==> src/sv/bsd_pkg.sv <==
// ----------------------------------------------------------------------------
// bsd_pkg: shared types and constants of the BMP24 stream decoder
// Holds the port payload structs, result and error codes, and the token
// record that travels from the byte parser to the pixel assembler.
// ----------------------------------------------------------------------------
`default_nettype none

package bsd_pkg;

	localparam int unsigned DIM_W = 13;          // width/height store
	localparam int unsigned POS_W = 12;          // column/row index
	localparam logic [31:0] MAX_DIMENSION = 32'd4096;

	// result kinds
	localparam logic [1:0] KIND_PIXEL   = 2'd0;
	localparam logic [1:0] KIND_HDR_OK  = 2'd1;
	localparam logic [1:0] KIND_HDR_ERR = 2'd2;

	// header error codes
	localparam logic [2:0] ERR_NONE      = 3'd0;
	localparam logic [2:0] ERR_SIGNATURE = 3'd1;
	localparam logic [2:0] ERR_RESERVED  = 3'd2;
	localparam logic [2:0] ERR_PLANES    = 3'd3;
	localparam logic [2:0] ERR_DEPTH     = 3'd4;
	localparam logic [2:0] ERR_OFFSET    = 3'd5;
	localparam logic [2:0] ERR_SIZE      = 3'd6;

	typedef enum logic [2:0] {
		TOK_HDR_OK,
		TOK_HDR_ERR,
		TOK_BLUE,
		TOK_GREEN,
		TOK_RED
	} tok_kind_t;

	typedef struct packed {
		logic [7:0] data_byte;
		logic       file_start;
	} in_item_t;

	typedef struct packed {
		logic [1:0]       result_kind;
		logic [7:0]       red;
		logic [7:0]       green;
		logic [7:0]       blue;
		logic [POS_W-1:0] column;
		logic [POS_W-1:0] row;
		logic [DIM_W-1:0] image_width;
		logic [DIM_W-1:0] image_height;
		logic [2:0]       error_code;
		logic             last_pixel;
	} out_item_t;

	typedef struct packed {
		tok_kind_t        kind;
		logic [7:0]       data;
		logic [POS_W-1:0] column;
		logic [POS_W-1:0] row;
		logic [DIM_W-1:0] width;
		logic [DIM_W-1:0] height;
		logic [2:0]       error_code;
		logic             last;
	} token_t;

endpackage

`default_nettype wire

==> src/sv/bsd_front.sv <==
// ----------------------------------------------------------------------------
// bsd_front: byte parser
// Checks the 54-byte header, tracks pixel byte phase, row padding and the
// column/row counters, and turns each useful byte into a token.
// ----------------------------------------------------------------------------
`default_nettype none

module bsd_front (
	input  wire logic              clk,
	input  wire logic              arst_n,
	input  wire logic              push,
	input  wire bsd_pkg::in_item_t item,
	input  wire logic              q_full,
	output logic                   tok_wr,
	output bsd_pkg::token_t        tok
);

	typedef enum logic [1:0] {
		PH_HEADER,
		PH_PIXELS,
		PH_IDLE
	} phase_t;

	localparam logic [5:0] POS_SIGNATURE = 6'd1;
	localparam logic [5:0] POS_RESERVED  = 6'd9;
	localparam logic [5:0] POS_OFFSET    = 6'd13;
	localparam logic [5:0] POS_WIDTH     = 6'd21;
	localparam logic [5:0] POS_HEIGHT    = 6'd25;
	localparam logic [5:0] POS_PLANES    = 6'd27;
	localparam logic [5:0] POS_DEPTH     = 6'd29;
	localparam logic [5:0] POS_LAST      = 6'd53;

	phase_t                       phase_q, phase_d;
	logic [5:0]                   pos_q, pos_d;
	logic [31:0]                  shift_q, shift_d;
	logic [bsd_pkg::DIM_W-1:0]    width_q, width_d;
	logic [bsd_pkg::DIM_W-1:0]    height_q, height_d;
	logic [bsd_pkg::POS_W-1:0]    col_q, col_d;
	logic [bsd_pkg::DIM_W-1:0]    frow_q, frow_d;
	logic [1:0]                   bip_q, bip_d;
	logic [1:0]                   pad_q, pad_d;

	logic                         accept;
	logic                         tok_valid;
	logic [31:0]                  shift_nx;
	logic [15:0]                  half;
	logic                         dim_ok;
	logic [2:0]                   err;
	logic                         row_end;
	logic                         last;
	logic [bsd_pkg::DIM_W:0]      frow_p1;
	logic [bsd_pkg::DIM_W-1:0]    top_row;

	assign accept = push && !q_full;
	assign tok_wr = accept && tok_valid;

	always_comb begin
		phase_d  = phase_q;
		pos_d    = pos_q;
		shift_d  = shift_q;
		width_d  = width_q;
		height_d = height_q;
		col_d    = col_q;
		frow_d   = frow_q;
		bip_d    = bip_q;
		pad_d    = pad_q;
		if (item.file_start) begin
			phase_d  = PH_HEADER;
			pos_d    = '0;
			shift_d  = '0;
			width_d  = '0;
			height_d = '0;
			col_d    = '0;
			frow_d   = '0;
			bip_d    = '0;
			pad_d    = '0;
		end

		tok       = '0;
		tok.kind  = bsd_pkg::TOK_BLUE;
		tok_valid = 1'b0;
		err       = bsd_pkg::ERR_NONE;

		shift_nx = {item.data_byte, shift_d[31:8]};
		half     = shift_nx[31:16];
		dim_ok   = (shift_nx != 32'd0) && (shift_nx <= bsd_pkg::MAX_DIMENSION);

		row_end = (({1'b0, col_d} + 13'd1) >= width_d);
		frow_p1 = {1'b0, frow_d} + 14'd1;
		last    = row_end && (frow_p1 >= {1'b0, height_d});
		top_row = height_d - 13'd1 - frow_d;

		case (phase_d)
			PH_HEADER: begin
				shift_d = shift_nx;
				case (pos_d)
					POS_SIGNATURE: if (half != 16'h4D42) err = bsd_pkg::ERR_SIGNATURE;
					POS_RESERVED:  if (shift_nx != 32'd0) err = bsd_pkg::ERR_RESERVED;
					POS_OFFSET:    if (shift_nx != 32'd54) err = bsd_pkg::ERR_OFFSET;
					POS_WIDTH: begin
						if (!dim_ok) err = bsd_pkg::ERR_SIZE;
						else width_d = shift_nx[bsd_pkg::DIM_W-1:0];
					end
					POS_HEIGHT: begin
						if (!dim_ok) err = bsd_pkg::ERR_SIZE;
						else height_d = shift_nx[bsd_pkg::DIM_W-1:0];
					end
					POS_PLANES:    if (half != 16'd1) err = bsd_pkg::ERR_PLANES;
					POS_DEPTH:     if (half != 16'd24) err = bsd_pkg::ERR_DEPTH;
					default: ;
				endcase
				if (err != bsd_pkg::ERR_NONE) begin
					phase_d        = PH_IDLE;
					tok_valid      = 1'b1;
					tok.kind       = bsd_pkg::TOK_HDR_ERR;
					tok.error_code = err;
				end else if (pos_d == POS_LAST) begin
					phase_d   = PH_PIXELS;
					pos_d     = '0;
					tok_valid = 1'b1;
					tok.kind  = bsd_pkg::TOK_HDR_OK;
				end else begin
					pos_d = pos_d + 6'd1;
				end
			end
			PH_PIXELS: begin
				if (pad_d != 2'd0) begin
					pad_d = pad_d - 2'd1;
				end else begin
					case (bip_d)
						2'd0: begin
							tok_valid = 1'b1;
							tok.kind  = bsd_pkg::TOK_BLUE;
							bip_d     = 2'd1;
						end
						2'd1: begin
							tok_valid = 1'b1;
							tok.kind  = bsd_pkg::TOK_GREEN;
							bip_d     = 2'd2;
						end
						default: begin
							tok_valid  = 1'b1;
							tok.kind   = bsd_pkg::TOK_RED;
							tok.column = col_d;
							tok.row    = top_row[bsd_pkg::POS_W-1:0];
							tok.last   = last;
							bip_d      = 2'd0;
							if (row_end) begin
								col_d  = '0;
								pad_d  = width_d[1:0];
								frow_d = frow_p1[bsd_pkg::DIM_W-1:0];
								if (last) phase_d = PH_IDLE;
							end else begin
								col_d = col_d + 12'd1;
							end
						end
					endcase
				end
			end
			default: ;
		endcase

		tok.data   = item.data_byte;
		tok.width  = width_d;
		tok.height = height_d;
	end

	always_ff @(posedge clk or negedge arst_n) begin
		if (!arst_n) begin
			phase_q  <= PH_HEADER;
			pos_q    <= '0;
			shift_q  <= '0;
			width_q  <= '0;
			height_q <= '0;
			col_q    <= '0;
			frow_q   <= '0;
			bip_q    <= '0;
			pad_q    <= '0;
		end else if (accept) begin
			phase_q  <= phase_d;
			pos_q    <= pos_d;
			shift_q  <= shift_d;
			width_q  <= width_d;
			height_q <= height_d;
			col_q    <= col_d;
			frow_q   <= frow_d;
			bip_q    <= bip_d;
			pad_q    <= pad_d;
		end
	end

endmodule

`default_nettype wire

==> src/sv/bsd_tok_queue.sv <==
// ----------------------------------------------------------------------------
// bsd_tok_queue: two-entry token queue
// Decouples the byte parser from the pixel assembler.
// ----------------------------------------------------------------------------
`default_nettype none

module bsd_tok_queue (
	input  wire logic            clk,
	input  wire logic            arst_n,
	input  wire logic            wr,
	input  wire bsd_pkg::token_t wr_data,
	output logic                 full,
	input  wire logic            rd,
	output bsd_pkg::token_t      rd_data,
	output logic                 valid
);

	bsd_pkg::token_t mem_q [2];
	logic            wptr_q;
	logic            rptr_q;
	logic [1:0]      count_q;

	assign full    = (count_q == 2'd2);
	assign valid   = (count_q != 2'd0);
	assign rd_data = mem_q[rptr_q];

	always_ff @(posedge clk) begin
		if (wr) mem_q[wptr_q] <= wr_data;
	end

	always_ff @(posedge clk or negedge arst_n) begin
		if (!arst_n) begin
			wptr_q  <= 1'b0;
			rptr_q  <= 1'b0;
			count_q <= 2'd0;
		end else begin
			if (wr) wptr_q <= ~wptr_q;
			if (rd) rptr_q <= ~rptr_q;
			case ({wr, rd})
				2'b10:   count_q <= count_q + 2'd1;
				2'b01:   count_q <= count_q - 2'd1;
				default: ;
			endcase
		end
	end

endmodule

`default_nettype wire

==> src/sv/bsd_back.sv <==
// ----------------------------------------------------------------------------
// bsd_back: pixel assembler and result register
// Collects blue and green bytes, emits pixels on red, forwards header
// results, and holds the oldest result until popped.
// ----------------------------------------------------------------------------
`default_nettype none

module bsd_back (
	input  wire logic            clk,
	input  wire logic            arst_n,
	input  wire logic            q_valid,
	input  wire bsd_pkg::token_t q_data,
	output logic                 q_rd,
	output bsd_pkg::out_item_t   result,
	output logic                 empty,
	input  wire logic            pop
);

	logic [7:0]         blue_q;
	logic [7:0]         green_q;
	logic               out_valid_q;
	bsd_pkg::out_item_t out_q;
	bsd_pkg::out_item_t res;
	logic               produces;
	logic               pop_ok;
	logic               room;

	assign pop_ok = pop && out_valid_q;
	assign room   = !out_valid_q || pop_ok;
	assign q_rd   = q_valid && (!produces || room);
	assign empty  = !out_valid_q;
	assign result = out_q;

	always_comb begin
		res              = '0;
		res.image_width  = q_data.width;
		res.image_height = q_data.height;
		produces         = 1'b0;
		case (q_data.kind)
			bsd_pkg::TOK_HDR_OK: begin
				produces        = 1'b1;
				res.result_kind = bsd_pkg::KIND_HDR_OK;
			end
			bsd_pkg::TOK_HDR_ERR: begin
				produces        = 1'b1;
				res.result_kind = bsd_pkg::KIND_HDR_ERR;
				res.error_code  = q_data.error_code;
			end
			bsd_pkg::TOK_RED: begin
				produces        = 1'b1;
				res.result_kind = bsd_pkg::KIND_PIXEL;
				res.red         = q_data.data;
				res.green       = green_q;
				res.blue        = blue_q;
				res.column      = q_data.column;
				res.row         = q_data.row;
				res.last_pixel  = q_data.last;
			end
			default: ;
		endcase
	end

	always_ff @(posedge clk) begin
		if (q_rd && (q_data.kind == bsd_pkg::TOK_BLUE))  blue_q  <= q_data.data;
		if (q_rd && (q_data.kind == bsd_pkg::TOK_GREEN)) green_q <= q_data.data;
		if (q_rd && produces) out_q <= res;
	end

	always_ff @(posedge clk or negedge arst_n) begin
		if (!arst_n) begin
			out_valid_q <= 1'b0;
		end else if (q_rd && produces) begin
			out_valid_q <= 1'b1;
		end else if (pop_ok) begin
			out_valid_q <= 1'b0;
		end
	end

endmodule

`default_nettype wire

==> src/sv/bmp24_stream_decoder.sv <==
// ----------------------------------------------------------------------------
// bmp24_stream_decoder: 24-bit BMP byte stream decoder
// Checks the 54-byte header of an uncompressed 24 bpp bitmap and turns the
// pixel data into RGB pixels with column and top-down row, skipping row pad.
// ----------------------------------------------------------------------------
// Channel | Handshake          | Payload     | Transaction
// --------+--------------------+-------------+--------------------------------
// input   | push / full        | item        | one file byte (+ start flag)
// result  | empty / pop        | result      | pixel, header ok or header error
//
// Flow: one byte per clock while full is low; parser counters update at the edge
// that takes a byte; results reach the ports via the queue and result register.
// Reset: arst_n clears the parser to header position 0 and empties the
// token queue and the result register.
// Stalls: full rises only when the two-entry token queue is full, which
// happens only while a result waits on a low pop.
// ----------------------------------------------------------------------------
`default_nettype none

module bmp24_stream_decoder (
	input  wire logic              clk,
	input  wire logic              arst_n,
	input  wire logic              push,
	output logic                   full,
	input  wire bsd_pkg::in_item_t item,
	output logic                   empty,
	input  wire logic              pop,
	output bsd_pkg::out_item_t     result
);

	// token path between parser and assembler
	logic            tok_wr;
	bsd_pkg::token_t tok;
	logic            q_full;
	logic            q_rd;
	logic            q_valid;
	bsd_pkg::token_t q_data;

	assign full = q_full;

	// front: header checks, pixel byte phase, padding, column/row counters
	bsd_front u_front (
		.clk    (clk),
		.arst_n (arst_n),
		.push   (push),
		.item   (item),
		.q_full (q_full),
		.tok_wr (tok_wr),
		.tok    (tok)
	);

	bsd_tok_queue u_queue (
		.clk     (clk),
		.arst_n  (arst_n),
		.wr      (tok_wr),
		.wr_data (tok),
		.full    (q_full),
		.rd      (q_rd),
		.rd_data (q_data),
		.valid   (q_valid)
	);

	// back: assembles B,G,R into a pixel and holds the result for pop
	bsd_back u_back (
		.clk     (clk),
		.arst_n  (arst_n),
		.q_valid (q_valid),
		.q_data  (q_data),
		.q_rd    (q_rd),
		.result  (result),
		.empty   (empty),
		.pop     (pop)
	);

endmodule

`default_nettype wire
==> config.mk <==
export PLATFORM = sky130hd
export DESIGN_NAME = bmp24_stream_decoder
export DESIGN_NICKNAME = d
export VERILOG_FILES = /design/src/sv/bsd_pkg.sv /design/src/sv/bsd_front.sv /design/src/sv/bsd_tok_queue.sv /design/src/sv/bsd_back.sv /design/src/sv/bmp24_stream_decoder.sv
export SDC_FILE = /design/constraint.sdc
export NUM_CORES = 1
export LEC_CHECK = 0
export BUFFER_PORTS_ARGS = -buffer_cell sky130_fd_sc_hd__buf_4
export CORE_UTILIZATION = 45
export CTS_BUF_LIST = sky130_fd_sc_hd__clkbuf_16
export DETAILED_ROUTE_END_ITERATION = 10
export PLACE_DENSITY = 0.65
export SLEW_MARGIN = 20
export SYNTH_ARGS = -nofsm -noshare
export SYNTH_HDL_FRONTEND = slang
export SYNTH_SLANG_ARGS = --single-unit
==> constraint.sdc <==
create_clock -name clk -period 8 [get_ports clk]
set_clock_uncertainty 0.2 [all_clocks]
set_input_delay 0.8 -clock clk [delete_from_list [all_inputs] [get_ports clk]]
set_output_delay 0.8 -clock clk [all_outputs]
set_load 0.1 [all_outputs]
==> results of run 1 <==
-- cell usage in the layout, fill, tap and decap left out, types with 28 or more instances in the layout --
master	instances
mux2_2	45
inv_1	28
mux2i_1	53
ha_1	42
nand2_1	124
nor3_1	32
dfrtp_1	91
nor2_1	92
clkbuf_16	35
buf_4	109
edfxtp_1	226
o21ai_0	68
and2_1	28
-- cell families (layout without fill, tap and decap cells) --
group / count (synthesis) / in the layout / share of synthesized area [%]
mux: 98 / 98 / 7.093
flops: 318 / 318 / 62.15
buf+inv: 86 / 198 / 2.276
fa+ha+maj: 43 / 43 / 3.730
compound gates: 200 / 200 / 9.343
simple gates: 401 / 401 / 13.37
xor+xnor: 34 / 34 / 2.036
-- per-layer routing --
layer / vias to the layer above / track usage [%]
li1: 4553 / -
met1: 4714 / 25.36
met4: 0 / 7.261
met3: 67 / 2.794
met5: - / 0
met2: 262 / 31.26
-- final cells by class --
class,count,share of cell area [%]
well taps,435,3.198
flip-flops and latches,318,53.43
inverters,26,0.5735
clock inverters,26,1.823
repair buffers,111,5.044
multi-input cells,776,30.78
clock buffers,35,5.147
-- per-stage QoR --
step / setup slack [ps] / area (um^2) / utilization [%] / cells
2_1_floorplan: 360.3 / 14620 / - / 1180
3_3_place_gp: 2450 / 15780 / 49.62 / 1664
3_5_place_dp: 2369 / 15790 / 49.64 / 1664
4_1_cts: 2882 / 16970 / 53.37 / 1725
5_1_grt: 2842 / 17020 / 53.52 / 1727
6_report: 3207 / 17020 / 53.52 / 1727
-- sequential cells by signal, indices dropped and copies added, names as in the netlist, 6 cells and up --
name	flops
u_back.blue_q	8
u_front.shift_q	24
u_front.frow_q	13
u_front.height_q	13
u_front.pos_q	6
u_back.green_q	8
u_front.col_q	12
u_queue.mem_q	130
u_back.result	80
u_front.width_q	13
-- power groups by stage --
stage	clock [W]	combinational, W	sequential (W)
after CTS	0.00169	0.00207	0.00233
after detailed placement	0	0.00207	0.00236
final	0.00166	0.00206	0.00233
after global routing	0.00175	0.00217	0.00236
after global placement	0	0.00206	0.00235
after floorplan	0	0.000664	0.00332
-- how the worst min path moves through the flow --
stage                        from                 end  cells after the start
2_1_floorplan    u_front.pos_q[1]    u_front.pos_q[1]                      1
3_3_place_gp   u_front.width_q[8]  u_front.width_q[8]                      2
3_5_place_dp     u_front.pos_q[1]    u_front.pos_q[1]                      1
4_1_cts                    arst_n  u_front.width_q[6]                      1
5_1_grt                    arst_n  u_front.width_q[6]                      1
6_report                   arst_n  u_front.width_q[7]                      1
==> impl_metrics.py, run 1 <==
metrics = {
    "setup_path": {
        "worst-r2r-cell-count": 13,
        "path_cells": "buf_4, inv_1, buf_4, nand2_1, inv_1, ha_1, nand3_1, nor4_1, and3_1, xnor2_1, nor2_1, ha_1, nand4_1, nor3_1, a221oi_1, nand2_1, and3_1, a21o_1",
        "crit_end": "u_front.phase_q[1]",
        "r2r_slack_ps": 3770,
        "slowest_stage": "nor4_1",
        "reg2reg_from": "u_front.col_q[0]",
        "worstSetupStartpointType": "input pin",
        "crit_start": "item[0]",
        "path_buf_inv": 4,
        "arrival_ps": 4990,
        "worst-path-stages": 18,
        "required_ps": 8190,
        "rr_endpoint": "u_front.col_q[0]",
        "cpPeakStageDelay_ps": 660,
        "cp_top_family": "simple AND/OR/NAND/NOR gates",
        "worst-path-max-fanout": 69,
        "worst-setup-path-type": "in -> reg",
        "end_kind": "flip-flop",
    },
    "clock_network": {
        "cts_hold_buf": 0,
        "cts_tree": "built",
        "postCtsSetupBuffers": 0,
        "cts_buffer_depth": 3,
        "clk_latency_ps": 510,
        "cts_resized": 0,
        "cts_root_buf": "clkbuf_16",
        "path_clk_slew_ps": 60,
        "numCtsBuffers": 34,
        "tritoncts_num_sinks": 318,
        "h-tree-depth": 2,
    },
    "route": {
        "vias": 9596,
        "drc_errors": 0,
        "vias_per_cell": 5.556,
        "route.met2.wl_um": 15140,
        "drt-initial-drc-count": 786,
        "ant_nets": 0,
        "wl_met3_um": 1532,
        "drt-wirelength-per-cell_um": 18.21,
        "wl_met1_um": 13750,
        "routed_wl_um": 31450,
        "dr.max_layer_used": "met4",
        "first_pass_iters": 7,
    },
    "timing": {
        "drv_slew": 0,
        "min_period_over_period_pct": 59.92,
        "fmax_mhz": 208.6,
        "grt_setup_unrepaired": "false",
        "setup_violations": 0,
        "tightest_slew_ps": 1071,
        "relSlewSlack_pct": 28.61,
        "finalHoldViolCount": 0,
        "fin_tns_setup_ps": 0,
        "holdWs_ps": 138.2,
        "period_needed_ps": 4793,
    },
    "pwr": {
        "clockPowerShare_pct": 27.4,
        "p_switching_w": 0.002412,
        "power_frac_seq_pct": 38.5,
        "p_int_w": 0.003639,
        "p_leak_nw": 6.868,
        "powerDensity_nw_per_um2": 355.6,
        "report.power.total_w": 0.006051,
        "combPwrFrac_pct": 34.1,
        "switching_share_pct": 39.86,
        "max-vdd-ir-drop_v": 0.0003543,
    },
    "yosys": {
        "yosysWarnings": 0,
        "synth_area_leaders": "edfxtp_1, dfrtp_1, mux2i_1",
        "yosys_register_bits": 318,
        "yosysUniqueCellTypes": 61,
        "yosys.cell_count.top_type": "edfxtp_1",
        "synth_edf_count": 226,
        "syn_area_um2": 14620,
        "ys.flop_type": "edfxtp_1",
        "syn_nets": 1236,
        "synth_top_area_cell": "edfxtp_1",
        "syn_area_per_cell_um2": 12.39,
        "synth_common_cells": "edfxtp_1, nand2_1, nor2_1",
        "ys_seq_area_share_pct": 62.15,
        "syn_inst": 1180,
        "async_reset_ff_share_pct": 28.93,
        "synth.top_cell.area_share_pct": 46.41,
    },
    "status": {
        "status": "finished, final reports clean",
    },
    "die": {
        "core_um2": 31800,
        "die_h_um": 182.3,
        "design.portCount": 95,
        "dieArea_um2": 33220,
        "initial_utilization_pct": 45.99,
        "die_w_um": 182.3,
        "rows": 65,
    },
    "final_layout": {
        "fin_nets": 1323,
        "fillers": 2630,
        "drive_gt1_share_pct": 17.49,
        "antenna_cells": 0,
        "area.sequential_um2": 9092,
        "area_growth_pct": 16.37,
        "multi_input_area_um2": 5239,
    },
    "grt": {
        "grt_use_total_pct": 18.95,
        "antenna_found_initial": 0,
        "grt_pass1_vias": 9215,
        "grt_overflow": 0,
        "grt_max_degree": 70,
        "grt_pass1_wl_um": 49510,
    },
    "placement": {
        "dp_hpwl_um": 20810,
        "port_buffers": 94,
        "routabilityCongestion": 0.8460,
    },
    "min_path": {
        "hold_class": "in -> async",
    },
    "flow_run": {
        "maxCapViolations": 0,
    },
}
(Power assumes the default switching activity.)
==> run 2, diff against run 1 <==
Clock period 8 ns to 4.4 ns, I/O delays scaled along.
==> run 2 against run 1 <==
Sequential power up 85%; routed wire length up 1.0%; non-clock buffer count up 22; sequential cell count unchanged; via count up 0.43%; clock power up 78%; register-to-register slack worse by 3200 ps; global-route usage up 0.49 points; setup slack worse by 2600 ps; worst hold slack better by 170 ps.
==> impl_metrics.py, run 2 (same netlist as run 1, synthesis figures left out) <==
metrics = {
    "status": {
        "status": "finished, final reports clean",
    },
    "grt": {
        "grt_use_total_pct": 19.44,
        "antenna_found_initial": 0,
        "grt_pass1_wl_um": 51200,
        "grt_max_degree": 81,
        "grt_pass1_vias": 9569,
        "grt_overflow": 0,
    },
    "timing": {
        "fmax_mhz": 260.7,
        "fin_tns_setup_ps": 0,
        "grt_setup_unrepaired": "false",
        "drv_slew": 0,
        "period_needed_ps": 3836,
        "relSlewSlack_pct": 33.79,
        "min_period_over_period_pct": 87.17,
        "finalHoldViolCount": 0,
        "holdWs_ps": 303.6,
        "setup_violations": 0,
        "tightest_slew_ps": 993.1,
    },
    "final_layout": {
        "largest_reg_flops": 130,
        "multi_input_area_um2": 5255,
        "fin_nets": 1345,
        "final_cell_mix": "edfxtp_1, nand2_1, buf_4",
        "area.sequential_um2": 9092,
        "area_growth_pct": 17.90,
        "top_register": "u_queue.mem_q",
        "drive_gt1_share_pct": 17.95,
        "final_common_cell": "edfxtp_1",
        "antenna_cells": 0,
        "fillers": 2696,
    },
    "clock_network": {
        "cts_root_buf": "clkbuf_16",
        "path_clk_slew_ps": 60,
        "cts_buffer_depth": 3,
        "cts_resized": 0,
        "clk_latency_ps": 510,
        "cts_tree": "built",
        "tritoncts_num_sinks": 318,
        "h-tree-depth": 2,
        "numCtsBuffers": 34,
        "postCtsSetupBuffers": 0,
    },
    "route": {
        "drc_errors": 0,
        "ant_nets": 0,
        "route.met2.wl_um": 15680,
        "first_pass_iters": 5,
        "routed_wl_um": 31770,
        "dr.max_layer_used": "met4",
        "drt-wirelength-per-cell_um": 18.15,
        "vias_per_cell": 5.507,
        "wl_met1_um": 13880,
        "drt-initial-drc-count": 710,
        "vias": 9637,
        "wl_met3_um": 1460,
    },
    "die": {
        "design.portCount": 95,
        "die_w_um": 182.3,
        "rows": 65,
        "dieArea_um2": 33220,
        "die_h_um": 182.3,
        "core_um2": 31800,
        "initial_utilization_pct": 45.99,
    },
    "min_path": {
        "hold_start": "item[0]",
        "hold_path_end": "u_front.col_q[11]",
        "hold_class": "in -> reg",
        "min_path_cells": 3,
    },
    "flow_run": {
        "maxCapViolations": 0,
    },
    "setup_path": {
        "rr_endpoint": "u_front.frow_q[8]",
        "worst-setup-path-type": "reg -> reg",
        "arrival_ps": 4020,
        "worst-path-max-fanout": 23,
        "reg2reg_from": "u_front.col_q[0]",
        "worst-r2r-cell-count": 13,
        "worstSetupStartpointType": "flip-flop",
        "required_ps": 4580,
        "r2r_slack_ps": 560,
        "end_kind": "flip-flop",
    },
    "placement": {
        "port_buffers": 94,
        "dp_hpwl_um": 21260,
        "routabilityCongestion": 0.8847,
    },
    "pwr": {
        "p_leak_nw": 7.013,
        "powerDensity_nw_per_um2": 635.7,
        "max-vdd-ir-drop_v": 0.0004031,
        "report.power.total_w": 0.01096,
    },
}
run 2: worst max path at each step:
stage | depth (start not counted) | to | from
after floorplan | 12 | u_queue.mem_q[0][0] | item[0]
final | 13 | u_front.frow_q[8] | u_front.col_q[0]
after global routing | 14 | u_front.col_q[3] | u_front.col_q[0]
after detailed placement | 14 | u_front.frow_q[8] | item[0]
after CTS | 13 | u_front.frow_q[8] | u_front.col_q[0]
after global placement | 14 | u_front.frow_q[11] | item[0]
run 2: critical path, stage by stage, from the launching register on:
cell,delay [ps]
dfrtp_1,400
nor2b_1,220
ha_1,220
nand3_1,140
nor4b_1,460
xor2_1,240
ha_1,270
a21o_1,180
a21o_1,170
a221oi_1,360
o21ai_1,120
buf_4,230
and3_1,200
a221o_1,280
run 2: repair_timing:
item | in CTS | in global routing
setup endpoints to repair | 0 | 0
hold buffers | 10 | 0
endpoints found under the hold margin | 92 | 0
run 2: through the flow:
step	cell area [um^2]	util (%)	worst slack, ps	cells
3_3_place_gp	15970	50.22	464.9	1678
2_1_floorplan	14670	-	41.57	1180
5_1_grt	17240	54.22	270.5	1750
4_1_cts	17240	54.20	588.1	1750
6_report	17240	54.22	564.5	1750
3_5_place_dp	15970	50.22	402.4	1678
run 2: metal layers:
layer  global-route usage [%]  vias up
li1                         -     4604
met1                    25.88     4724
met2                    33.00      260
met3                    2.894       49
met4                    5.714        0
met5                        0        -
run 2: power by group:
group | internal (W) | leakage [nW] | switching, W
Clock | 0.00181 | 0.608 | 0.00114
Combinational | 0.000887 | 3.03 | 0.00283
Sequential | 0.00389 | 3.37 | 0.000411
Total | 0.00658 | 7.01 | 0.00438
run 2: final cells by class:
class	instances	share of cell area, %
inverters	26	0.5660
clock buffers	37	5.370
flip-flops and latches	318	52.74
well taps	435	3.157
clock inverters	25	1.393
repair buffers	133	6.299
multi-input cells	776	30.48
